===== config.mk =====
export PLATFORM = sky130hd
export DESIGN_NAME = rect_fill_pixel_pack_core
export DESIGN_NICKNAME = d
export VERILOG_FILES = /design/src/hw/rtl/rfpp_pkg.sv /design/src/hw/rtl/rfpp_pack.sv /design/src/hw/rtl/rect_fill_pixel_pack_core.sv
export SDC_FILE = /design/constraint.sdc
export NUM_CORES = 1
export LEC_CHECK = 0
export BUFFER_PORTS_ARGS = -buffer_cell sky130_fd_sc_hd__clkbuf_2
export CORE_MARGIN = 8
export CORE_UTILIZATION = 30
export DETAILED_ROUTE_END_ITERATION = 8
export GPL_TIMING_DRIVEN = 1
export SLEW_MARGIN = 20
export SYNTH_ARGS = -nofsm -noshare
export SYNTH_HDL_FRONTEND = slang
export SYNTH_SLANG_ARGS = --single-unit

===== constraint.sdc =====
create_clock -name clk_i -period 6.1 [get_ports clk_i]
set_input_delay 0.915 -clock clk_i [delete_from_list [all_inputs] [get_ports clk_i]]
set_output_delay 0.915 -clock clk_i [all_outputs]
set_load 0.02 [all_outputs]

===== src/hw/rtl/rfpp_pkg.sv =====
// Shared types, constants and helpers of the rectangle fill and pixel pack block.
package rfpp_pkg;

  localparam int unsigned CoordBits  = 12;
  localparam int unsigned ColourBits = 32;
  localparam int unsigned FmtBits    = 5;
  localparam int unsigned StrideBits = 14;
  localparam int unsigned OffsetBits = 26;
  localparam int unsigned CountBits  = 3;
  localparam int unsigned CfgIdxBits = 2;
  localparam int unsigned CfgBits    = 14;

  localparam logic [FmtBits-1:0]    FormatReset = FmtBits'(3);
  localparam logic [StrideBits-1:0] StrideReset = '0;
  localparam logic [CoordBits-1:0]  WidthReset  = CoordBits'(720);
  localparam logic [CoordBits-1:0]  HeightReset = CoordBits'(576);

  typedef enum logic [FmtBits-1:0] {
    FmtRgba32 = 5'd0,
    FmtRgb24  = 5'd1,
    Fmt655    = 5'd2,
    Fmt565    = 5'd3,
    Fmt6442   = 5'd4,
    Fmt844    = 5'd5,
    Fmt4444R  = 5'd6,
    Fmt4642R  = 5'd7,
    Fmt1555A  = 5'd8,
    Fmt4444A  = 5'd9,
    Fmt6666A  = 5'd10,
    Fmt6666R  = 5'd11,
    Fmt8565   = 5'd12,
    Fmt5658   = 5'd13,
    Fmt888B   = 5'd14,
    FmtBgra   = 5'd15,
    FmtAbgr   = 5'd16,
    FmtArgb   = 5'd17
  } rfpp_format_e;

  typedef enum logic [CfgIdxBits-1:0] {
    RegFormat = 2'd0,
    RegStride = 2'd1,
    RegWidth  = 2'd2,
    RegHeight = 2'd3
  } rfpp_reg_e;

  typedef enum logic {
    ModeStart = 1'b0,
    ModeStep  = 1'b1
  } rfpp_mode_e;

  typedef struct packed {
    logic                  mode;
    logic [ColourBits-1:0] argb_colour;
    logic [CoordBits-1:0]  corner_ax;
    logic [CoordBits-1:0]  corner_ay;
    logic [CoordBits-1:0]  corner_bx;
    logic [CoordBits-1:0]  corner_by;
  } rfpp_in_t;

  typedef struct packed {
    logic [OffsetBits-1:0] byte_offset;
    logic [ColourBits-1:0] pixel_bits;
    logic [CountBits-1:0]  byte_count;
    logic                  last_pixel;
  } rfpp_out_t;

  // Bytes per pixel; unknown codes fall back to 4.
  function automatic logic [CountBits-1:0] fmt_bytes(logic [FmtBits-1:0] fmt);
    logic [CountBits-1:0] n;
    case (fmt) inside
      [Fmt655:Fmt4444A]:           n = CountBits'(2);
      FmtRgb24, [Fmt6666A:Fmt888B]: n = CountBits'(3);
      default:                     n = CountBits'(4);
    endcase
    return n;
  endfunction

endpackage


===== src/hw/rtl/rfpp_pack.sv =====
// Packs a 32-bit ARGB colour into the selected pixel format.
module rfpp_pack (
  input  logic [rfpp_pkg::FmtBits-1:0]    fmt_i,
  input  logic [rfpp_pkg::ColourBits-1:0] argb_i,
  output logic [rfpp_pkg::ColourBits-1:0] pixel_o
);
  import rfpp_pkg::*;

  logic [7:0] a, r, g, b;

  assign a = argb_i[31:24];
  assign r = argb_i[23:16];
  assign g = argb_i[15:8];
  assign b = argb_i[7:0];

  always_comb begin
    case (fmt_i)
      FmtRgba32: pixel_o = {r, g, b, a};
      FmtRgb24:  pixel_o = {8'h00, r, g, b};
      Fmt655:    pixel_o = {16'h0000, r[7:2], g[7:3], b[7:3]};
      Fmt565:    pixel_o = {16'h0000, r[7:3], g[7:2], b[7:3]};
      Fmt6442:   pixel_o = {16'h0000, r[7:2], g[7:4], b[7:4], a[7:6]};
      Fmt844:    pixel_o = {16'h0000, r, g[7:4], b[7:4]};
      Fmt4444R:  pixel_o = {16'h0000, r[7:4], g[7:4], b[7:4], a[7:4]};
      Fmt4642R:  pixel_o = {16'h0000, r[7:4], g[7:2], b[7:4], a[7:6]};
      Fmt1555A:  pixel_o = {16'h0000, a[7], r[7:3], g[7:3], b[7:3]};
      Fmt4444A:  pixel_o = {16'h0000, a[7:4], r[7:4], g[7:4], b[7:4]};
      Fmt6666A:  pixel_o = {8'h00, a[7:2], r[7:2], g[7:2], b[7:2]};
      Fmt6666R:  pixel_o = {8'h00, r[7:2], g[7:2], b[7:2], a[7:2]};
      Fmt8565:   pixel_o = {8'h00, a, r[7:3], g[7:2], b[7:3]};
      Fmt5658:   pixel_o = {8'h00, r[7:3], g[7:2], b[7:3], a};
      Fmt888B:   pixel_o = {8'h00, b, g, r};
      FmtBgra:   pixel_o = {b, g, r, a};
      FmtAbgr:   pixel_o = {a, b, g, r};
      default:   pixel_o = {a, r, g, b};
    endcase
  end

endmodule


===== src/hw/rtl/rect_fill_pixel_pack_core.sv =====
// Rectangle fill engine: packs a colour once per fill and emits one pixel write per step
// word during a fill. Throughput is one word per cycle: a start word loads the fill state
// and never yields a result; each step word of a fill yields one pixel write in the next
// cycle through the output register (offset = y*stride + x*bytes, one 12x14 multiply and
// an add). The input stalls only while that output register is full and stalled.
// Corners are checked against screen_width/screen_height (inclusive), sorted, and the
// larger corner is exclusive; an empty or rejected rectangle writes nothing.
module rect_fill_pixel_pack_core (
  input  logic                            clk_i,
  input  logic                            rst_ni,
  input  logic                            cfg_we_i,
  input  logic [rfpp_pkg::CfgIdxBits-1:0] cfg_idx_i,
  input  logic [rfpp_pkg::CfgBits-1:0]    cfg_wdata_i,
  input  logic                            in_valid_i,
  output logic                            in_stall_o,
  input  rfpp_pkg::rfpp_in_t              in_data_i,
  output logic                            out_valid_o,
  input  logic                            out_stall_i,
  output rfpp_pkg::rfpp_out_t             out_data_o
);
  import rfpp_pkg::*;

  logic [FmtBits-1:0]    fmt_q;
  logic [StrideBits-1:0] stride_q;
  logic [CoordBits-1:0]  scr_w_q, scr_h_q;

  logic                  active_q, active_d;
  logic [ColourBits-1:0] colour_q, colour_d;
  logic [CoordBits-1:0]  cur_x_q, cur_x_d, cur_y_q, cur_y_d;
  logic [CoordBits-1:0]  start_x_q, start_x_d, end_x_q, end_x_d, end_y_q, end_y_d;
  logic                  out_valid_q, out_valid_d;
  rfpp_out_t             out_data_q, out_data_d;

  logic                  accept, do_start, do_step, reject;
  logic [CoordBits-1:0]  x0, x1, y0, y1, nx, ny;
  logic [CountBits-1:0]  bytes;
  logic [ColourBits-1:0] packed_colour;
  logic [OffsetBits-1:0] row_off, col_off;
  logic [CoordBits:0]    nx_w, ny_w;

  assign in_stall_o  = out_valid_q && out_stall_i;
  assign accept      = in_valid_i && !in_stall_o;
  assign do_start    = accept && (in_data_i.mode == ModeStart);
  assign do_step     = accept && (in_data_i.mode == ModeStep) && active_q;
  assign out_valid_o = out_valid_q;
  assign out_data_o  = out_data_q;

  // configuration
  always_ff @(posedge clk_i or negedge rst_ni) begin
    if (!rst_ni) begin
      fmt_q    <= FormatReset;
      stride_q <= StrideReset;
      scr_w_q  <= WidthReset;
      scr_h_q  <= HeightReset;
    end else if (cfg_we_i) begin
      unique case (cfg_idx_i)
        RegFormat: fmt_q    <= cfg_wdata_i[FmtBits-1:0];
        RegStride: stride_q <= cfg_wdata_i[StrideBits-1:0];
        RegWidth:  scr_w_q  <= cfg_wdata_i[CoordBits-1:0];
        RegHeight: scr_h_q  <= cfg_wdata_i[CoordBits-1:0];
        default:   ;
      endcase
    end
  end

  rfpp_pack u_pack (
    .fmt_i   (fmt_q),
    .argb_i  (in_data_i.argb_colour),
    .pixel_o (packed_colour)
  );

  // start: bounds check and corner sort
  always_comb begin
    reject = (in_data_i.corner_ax > scr_w_q) || (in_data_i.corner_bx > scr_w_q) ||
             (in_data_i.corner_ay > scr_h_q) || (in_data_i.corner_by > scr_h_q) ||
             (fmt_q > FmtArgb);
    if (in_data_i.corner_ax > in_data_i.corner_bx) begin
      x0 = in_data_i.corner_bx;
      x1 = in_data_i.corner_ax;
    end else begin
      x0 = in_data_i.corner_ax;
      x1 = in_data_i.corner_bx;
    end
    if (in_data_i.corner_ay > in_data_i.corner_by) begin
      y0 = in_data_i.corner_by;
      y1 = in_data_i.corner_ay;
    end else begin
      y0 = in_data_i.corner_ay;
      y1 = in_data_i.corner_by;
    end
  end

  // step: address and cursor advance
  assign bytes   = fmt_bytes(fmt_q);
  assign row_off = OffsetBits'(cur_y_q * stride_q);
  assign col_off = OffsetBits'(cur_x_q * bytes);
  assign nx_w    = {1'b0, cur_x_q} + 1'b1;
  assign ny_w    = {1'b0, cur_y_q} + 1'b1;
  assign nx      = nx_w[CoordBits-1:0];
  assign ny      = ny_w[CoordBits-1:0];

  always_comb begin
    active_d   = active_q;
    colour_d   = colour_q;
    cur_x_d    = cur_x_q;
    cur_y_d    = cur_y_q;
    start_x_d  = start_x_q;
    end_x_d    = end_x_q;
    end_y_d    = end_y_q;
    out_data_d = out_data_q;
    out_valid_d = out_valid_q && out_stall_i;

    if (do_start) begin
      active_d = 1'b0;
      if (!reject) begin
        colour_d  = packed_colour;
        cur_x_d   = x0;
        cur_y_d   = y0;
        start_x_d = x0;
        end_x_d   = x1;
        end_y_d   = y1;
        active_d  = (x0 != x1) && (y0 != y1);
      end
    end else if (do_step) begin
      out_valid_d            = 1'b1;
      out_data_d.byte_offset = row_off + col_off;
      out_data_d.pixel_bits  = colour_q;
      out_data_d.byte_count  = bytes;
      out_data_d.last_pixel  = (nx_w == {1'b0, end_x_q}) && (ny_w == {1'b0, end_y_q});
      cur_x_d = nx;
      if (nx == end_x_q) begin
        cur_x_d = start_x_q;
        cur_y_d = ny;
        if (ny == end_y_q) begin
          active_d = 1'b0;
        end
      end
    end
  end

  always_ff @(posedge clk_i or negedge rst_ni) begin
    if (!rst_ni) begin
      active_q    <= 1'b0;
      colour_q    <= '0;
      cur_x_q     <= '0;
      cur_y_q     <= '0;
      start_x_q   <= '0;
      end_x_q     <= '0;
      end_y_q     <= '0;
      out_valid_q <= 1'b0;
    end else begin
      active_q    <= active_d;
      colour_q    <= colour_d;
      cur_x_q     <= cur_x_d;
      cur_y_q     <= cur_y_d;
      start_x_q   <= start_x_d;
      end_x_q     <= end_x_d;
      end_y_q     <= end_y_d;
      out_valid_q <= out_valid_d;
    end
  end

  always_ff @(posedge clk_i) begin
    out_data_q <= out_data_d;
  end

endmodule


==> flow_summary_export.csv, run 1 <==
group,metric,value,unit
placement,pre_cts_slack,-0.632,ns
critical_path,cp-start-kind,"register",
floorplanning,initial_core_util,0.302,
yosys,synthFlopType,"dfrtp_1",
timing,setup_violations,5,
yosys,yosys.area.top_type,"dfrtp_1",
clocking,cts_tree,"done",
critical_path,crit_required,6.34,ns
timing,slew_violations,0,
finish,nets,2641,
grt,grt_pass1_wl,97000,µm
timing,relSlewSlack,0.314,
timing,hold_viol_final,0,
yosys,syn-num-nets,2446,
finish,fillCellCount,6454,
detailed_routing,dr_wl_met3,4160,µm
critical_path,r2r_slack,-0.28,ns
yosys,synthDistinctLibCells,74,
yosys,syn_avg_cell_area,9.36,µm²
detailed_routing,wl,61700,µm
timing,skew,0.0138,ns
placement,dpl.hpwl,48300,µm
timing,fin_crit,6.38,ns
critical_path,critPathKind,"reg -> reg",
detailed_routing,detail-route-antenna-nets,0,
critical_path,r2r_start,"fmt_q[1]$_DFFE_PN1P_",
floorplanning,rows,92,
floorplanning,core,62900,µm²
grt,gr-total-overflow,0,
detailed_routing,drc,0,
placement,place_congestion,0.913,
critical_path,endpoint,"out_data_o[61]$_DFFE_PP_",
yosys,async_reset_ff_frac,0.688,
clocking,cts_buffer_depth,2,
critical_path,crit_fanout,5,
status,status,"complete, but fails checks",
worst_hold_path,min_path_type,"reg -> reg",
finish,area_growth,18.0,%
floorplanning,die_h,268,µm
timing,whs,0.454,ns
clocking,clock-sinks,199,
clocking,clk_pin_slew,0.08,ns
detailed_routing,via_count,15900,
floorplanning,fp.dieW,268,µm
detailed_routing,wl_met1,26200,µm
finish,drive_above_1_share,0.213,
grt,grt_pass1_vias,16800,
critical_path,crit_start,"fmt_q[1]$_DFFE_PN1P_",
grt,antenna_found_initial,9,
placement,port_buffers,165,
grt,grt_max_degree,88,
yosys,synth-edff-count,62,
critical_path,max_stage_delay,0.55,ns
critical_path,reg2regPathDepth,23,
critical_path,r2r_end,"out_data_o[61]$_DFFE_PP_",
timing,rsz0062_at_grt,"yes",
critical_path,crit_path_frequent_cell,"fa_1",
yosys,yosysSeqAreaShare,0.279,
detailed_routing,drt_iter0_drc,1343,
yosys,ys_warn_count,0,
timing,fin_crit_sh,1.05,
critical_path,endpoint_kind,"register",
critical_path,worstPathArrival,6.62,ns
yosys,synth_area_leaders,"dfrtp_1 17%, fa_1 16%, ha_1 11%",
clocking,cts_root_buf,"clkbuf_16",
clocking,htreeDepth,4,
floorplanning,ios,166,
status,violations,"setup timing",
timing,fin_ws,-0.282,ns
clocking,ctsHoldBuffers,0,
yosys,netlist_area,19000,µm²
floorplanning,die_area,71600,µm²
critical_path,critPathSlowestCell,"dfstp_2",
yosys,synth_seq_cells,199,
detailed_routing,drt_pass1_iterations,6,
detailed_routing,viasPerCell,5.14,
grt,grt_usage,0.172,
timing,worst_slew_pin_slew,1.02,ns
clocking,cts_buffers,17,
yosys,syn_inst,2028,
yosys,netlist.area_leader.share,0.170,
job,drv_cap,0,
detailed_routing,top_layer,"met5",
detailed_routing,wl_met2,29600,µm
timing,clock.fmax,157,MHz
clocking,worstSkewPairLatency,0.49,ns
detailed_routing,wire_per_inst,20.0,µm
critical_path,path_cells,"or3_4, nor2_4, or3_4, and2_1, fa_1, inv_1, fa_1, fa_2, fa_1, inv_1, fa_1, inv_1, fa_1, inv_1, ha_4, a211o_1, o211ai_1, a211oi_2, a211oi_2, a21oi_2, a211o_1, a21oi_2, xnor2_1",
[worst max-delay path, delay by kind of cell (launching register included)]
family / cells / cell delay [ns]
buf+inv: 4 / 0.21
fa+ha+maj: 7 / 3.07
flops: 1 / 0.55
simple gates: 4 / 0.81
xor+xnor: 1 / 0.07
compound gates: 7 / 1.39
[metrics by stage]
stage	cells	cell area (µm²)	TNS, ns	utilization
2_1_floorplan	2028	19100	-0.637	-
3_3_place_gp	3042	21500	-1.90	0.341
3_5_place_dp	3042	21500	-2.71	0.341
4_1_cts	3078	22200	-0.886	0.352
5_1_grt	3084	22400	-2.75	0.356
6_report	3087	22400	-0.952	0.356
[state kept, by name, summed over array words and instances (netlist names)]
register     flops
stride_q        14
scr_h_q         12
cur_y_q         12
cur_x_q         12
out_data_o      62
fmt_q            5
end_x_q         12
start_x_q       12
active_q         1
colour_q        32
end_y_q         12
out_valid_o      1
scr_w_q         12
[placed cells by master (no fill, tap or decap), types with 6 or more instances in the layout]
cell	Yosys	final
inv_1	279	267
nand2_1	251	250
clkbuf_2	1	164
ha_1	161	152
fa_1	155	150
dfrtp_1	129	129
buf_4	3	117
and2_1	102	93
o21ai_0	78	75
nor2_1	71	64
a21oi_1	73	64
edfxtp_1	62	62
mux2_2	60	60
mux2i_1	42	42
a21o_1	40	40
xnor2_1	39	39
a22oi_1	34	34
nor3_1	29	27
nand4_1	26	26
nand3_1	24	23
a222oi_1	21	21
a31oi_1	20	19
clkbuf_16	0	17
a221oi_1	17	16
o211ai_1	15	15
xor2_1	13	13
o21a_1	13	12
and3_1	13	11
nor2b_1	13	11
o22ai_1	11	11
inv_2	0	10
or2_2	10	10
and2_4	0	9
ha_4	0	9
dfstp_2	8	8
a21oi_2	0	7
a22o_1	7	7
nor2_2	0	6
[how the worst min path moves through the flow]
stage                                    end                     start  slack, ns  depth (start not counted)
floorplan            out_data_o[6]$_DFFE_PP_   colour_q[2]$_DFFE_PN0P_       0.42                          0
global placement    out_data_o[17]$_DFFE_PP_  colour_q[13]$_DFFE_PN0P_       0.43                          0
detailed placement   out_data_o[7]$_DFFE_PP_   colour_q[3]$_DFFE_PN0P_       0.43                          0
CTS                 out_data_o[28]$_DFFE_PP_  colour_q[24]$_DFFE_PN0P_       0.46                          0
global route        out_data_o[28]$_DFFE_PP_  colour_q[24]$_DFFE_PN0P_       0.47                          0
finish              out_data_o[28]$_DFFE_PP_  colour_q[24]$_DFFE_PN0P_       0.45                          0
[routing by layer]
| layer | track usage | up-vias |
|---|---|---|
| met3 | 0.0436 | 102 |
| met4 | 0.0570 | 10 |
| met1 | 0.217 | 7907 |
| met2 | 0.286 | 552 |
| li1 | - | 7303 |
| met5 | 0 | - |
[synthesized netlist by cell type, drive strengths merged (6+ instances only)]
cell type and number:
nor2b 13, o211ai 15, nand4 26, a21oi 73, dfstp 8, a31oi 20, a222oi 21, or3 6
dfrtp 129, mux2i 42, a221oi 17, and3 14, and2 102, nor2 71, or2 10, nor4 6
a22oi 34, o21a 13, a22o 7, nor3 29, xnor2 39, clkbuf 89, nand3 25, mux2 60
o21ai 81, edfxtp 62, inv 279, buf 24, a21o 40, o22ai 11, nand2 251, xor2 13
ha 161, fa 155
[cell families (layout without fill, tap and decap cells)]
kind of cell	after synthesis	in the layout	share of synthesized area
multiplexers	102	102	0.0577
adder cells (fa/ha/maj)	316	316	0.270
other	0	5	0
AND/OR/NAND/NOR	575	575	0.147
XOR/XNOR	56	56	0.0288
AO/OA/AOI/OAI	387	387	0.139
buffers and inverters	393	601	0.0790
flip-flops	199	199	0.279
[area by class of cell]
cell class,count,area (µm²),area share
sequential,199,5300,0.237
antenna,5,12.5,0.000559
inverter,280,1050,0.0471
multi-input combinational,1436,12600,0.562
clock inverter,13,136,0.00609
timing repair buffer,289,1820,0.0811
clock buffer,19,433,0.0193
tap,846,1060,0.0473
[what timing repair did]
action	4_1_cts	5_1_grt
gates resized for setup	21	49
pin swaps	11	21
setup buffers	4	4
endpoints found under the setup margin	10	11
Power of run 1 is left out: the tool's default activity adds up to more than one toggle a clock period on the data nets, which glitch-free logic cannot reach.
==> inputs of run 2 (changes only) <==
--- a/config.mk
+++ b/config.mk
@@ -6,8 +6,10 @@
 export NUM_CORES = 1
 export LEC_CHECK = 0
 export BUFFER_PORTS_ARGS = -buffer_cell sky130_fd_sc_hd__clkbuf_2
+export CORE_ASPECT_RATIO = 0.75
 export CORE_MARGIN = 8
 export CORE_UTILIZATION = 30
+export CTS_CLUSTER_DIAMETER = 80
 export DETAILED_ROUTE_END_ITERATION = 8
 export GPL_TIMING_DRIVEN = 1
 export SLEW_MARGIN = 20
==> flow_summary_export.csv, run 2 (synthesis gave the netlist of run 1 again) <==
group,metric,value,unit
status,status,"complete, but fails checks",
timing,worst_slew_pin_slew,1.01,ns
critical_path,critPathKind,"reg -> reg",
detailed_routing,via_count,16000,
worst_hold_path,min_path_type,"reg -> reg",
timing,rsz0062_at_grt,"yes",
detailed_routing,drt_iter0_drc,1418,
finish,final_util,0.357,
timing,hold_viol_final,0,
clocking,cts_buffer_depth,2,
floorplanning,initial_core_util,0.301,
floorplanning,rows,80,
status,violations,"setup timing",
finish,largest_reg_flops,62,
grt,grt_max_degree,81,
placement,port_buffers,165,
grt,antenna_found_initial,3,
clocking,ctsHoldBuffers,0,
clocking,cts_buffers,17,
clocking,clock-sinks,199,
detailed_routing,wl,61000,µm
detailed_routing,drt_pass1_iterations,7,
placement,place_congestion,0.925,
timing,skew,0.0168,ns
detailed_routing,detail-route-antenna-nets,0,
timing,setup_violations,5,
clocking,htreeDepth,4,
clocking,clk_pin_slew,0.08,ns
timing,fin_crit,6.39,ns
floorplanning,core,63100,µm²
grt,grt_usage,0.170,
critical_path,worstPathArrival,6.64,ns
timing,relSlewSlack,0.324,
grt,grt_pass1_vias,16000,
timing,clock.fmax,157,MHz
finish,nets,2651,
clocking,worstSkewPairLatency,0.50,ns
floorplanning,die_area,71700,µm²
critical_path,crit_fanout,7,
floorplanning,fp.dieW,306,µm
detailed_routing,viasPerCell,5.21,
finish,area_growth,18.5,%
detailed_routing,wire_per_inst,19.9,µm
clocking,cts_tree,"done",
grt,gr-total-overflow,0,
timing,fin_ws,-0.286,ns
finish,final_common_cell,"inv_1",
job,drv_cap,0,
placement,dpl.hpwl,48300,µm
clocking,cts_root_buf,"clkbuf_16",
timing,whs,0.438,ns
floorplanning,ios,166,
critical_path,r2r_slack,-0.29,ns
timing,slew_violations,0,
critical_path,crit_required,6.35,ns
critical_path,cp-start-kind,"register",
critical_path,endpoint_kind,"register",
grt,grt_pass1_wl,95000,µm
floorplanning,die_h,234,µm
finish,layout_common_cells,"269 x inv_1, 249 x nand2_1, 164 x clkbuf_2, 154 x ha_1, 150 x fa_1",
detailed_routing,drc,0,
finish,drive_above_1_share,0.215,
timing,fin_crit_sh,1.05,
-- run 2: path summary, 6_finish.rpt --
path | start | end | depth (start not counted)
setup / recovery | fmt_q[3]$_DFFE_PN0P_ | out_data_o[60]$_DFFE_PP_ | 23
hold / removal | colour_q[4]$_DFFE_PN0P_ | out_data_o[8]$_DFFE_PP_ | 0
setup reg to reg | fmt_q[3]$_DFFE_PN0P_ | out_data_o[60]$_DFFE_PP_ | 23
hold reg to reg | colour_q[4]$_DFFE_PN0P_ | out_data_o[8]$_DFFE_PP_ | 0
max in group asynchronous | rst_ni | stride_q[12]$_DFFE_PN0P_ | 2
min in group asynchronous | rst_ni | colour_q[23]$_DFFE_PN0P_ | 1
-- run 2: critical path, stage by stage (launching register included) --
cell and delay (ns):
dfrtp_1 0.43, or3_4 0.40, nor2_4 0.09, or3_4 0.19
inv_4 0.06, and2_4 0.14, fa_1 0.50, inv_1 0.05
fa_2 0.53, fa_2 0.43, fa_1 0.48, inv_1 0.04
fa_1 0.49, inv_1 0.05, fa_1 0.49, inv_2 0.04
ha_4 0.22, a21o_1 0.20, a221oi_4 0.35, a32oi_4 0.18
a311o_1 0.32, a31o_2 0.24, a21oi_2 0.13, xnor2_1 0.07
-- run 2: layer usage --
layer / up-vias / GRT usage / wire length [µm]
li1: 7323 / - / -
met1: 8066 / 0.250 / 29400
met2: 553 / 0.248 / 26000
met3: 50 / 0.0419 / 4790
met4: 0 / 0.0398 / 792
met5: - / 0 / 0
-- run 2: timing repair --
| item | CTS | global route |
|---|---|---|
| buffers inserted | 4 | 9 |
| gates resized for setup | 29 | 43 |
| hold endpoints to repair | 0 | 0 |
| setup endpoints to repair | 10 | 13 |
| pin swaps | 16 | 26 |
-- run 2: metrics by stage --
step | std cells | TNS [ns] | instance area [µm²] | worst slack, ns
finish | 3069 | -0.798 | 22500 | -0.286
global route | 3068 | -2.72 | 22500 | -0.526
CTS | 3059 | -0.928 | 22200 | -0.275
detailed placement | 3024 | -3.57 | 21500 | -0.819
global placement | 3024 | -2.40 | 21500 | -0.519
floorplan | 2028 | -0.637 | 19100 | -0.294
-- run 2: cell type report --
cell class / count / area (µm²)
Fill cell: 6496 / 40600
Multi-Input combinational cell: 1436 / 12600
Sequential cell: 199 / 5300
Timing Repair Buffer: 299 / 1910
Inverter: 280 / 1050
Tap cell: 820 / 1030
Clock buffer: 19 / 464
Clock inverter: 13 / 129
Antenna cell: 3 / 7.51
Power of run 2 is left out for the same reason.
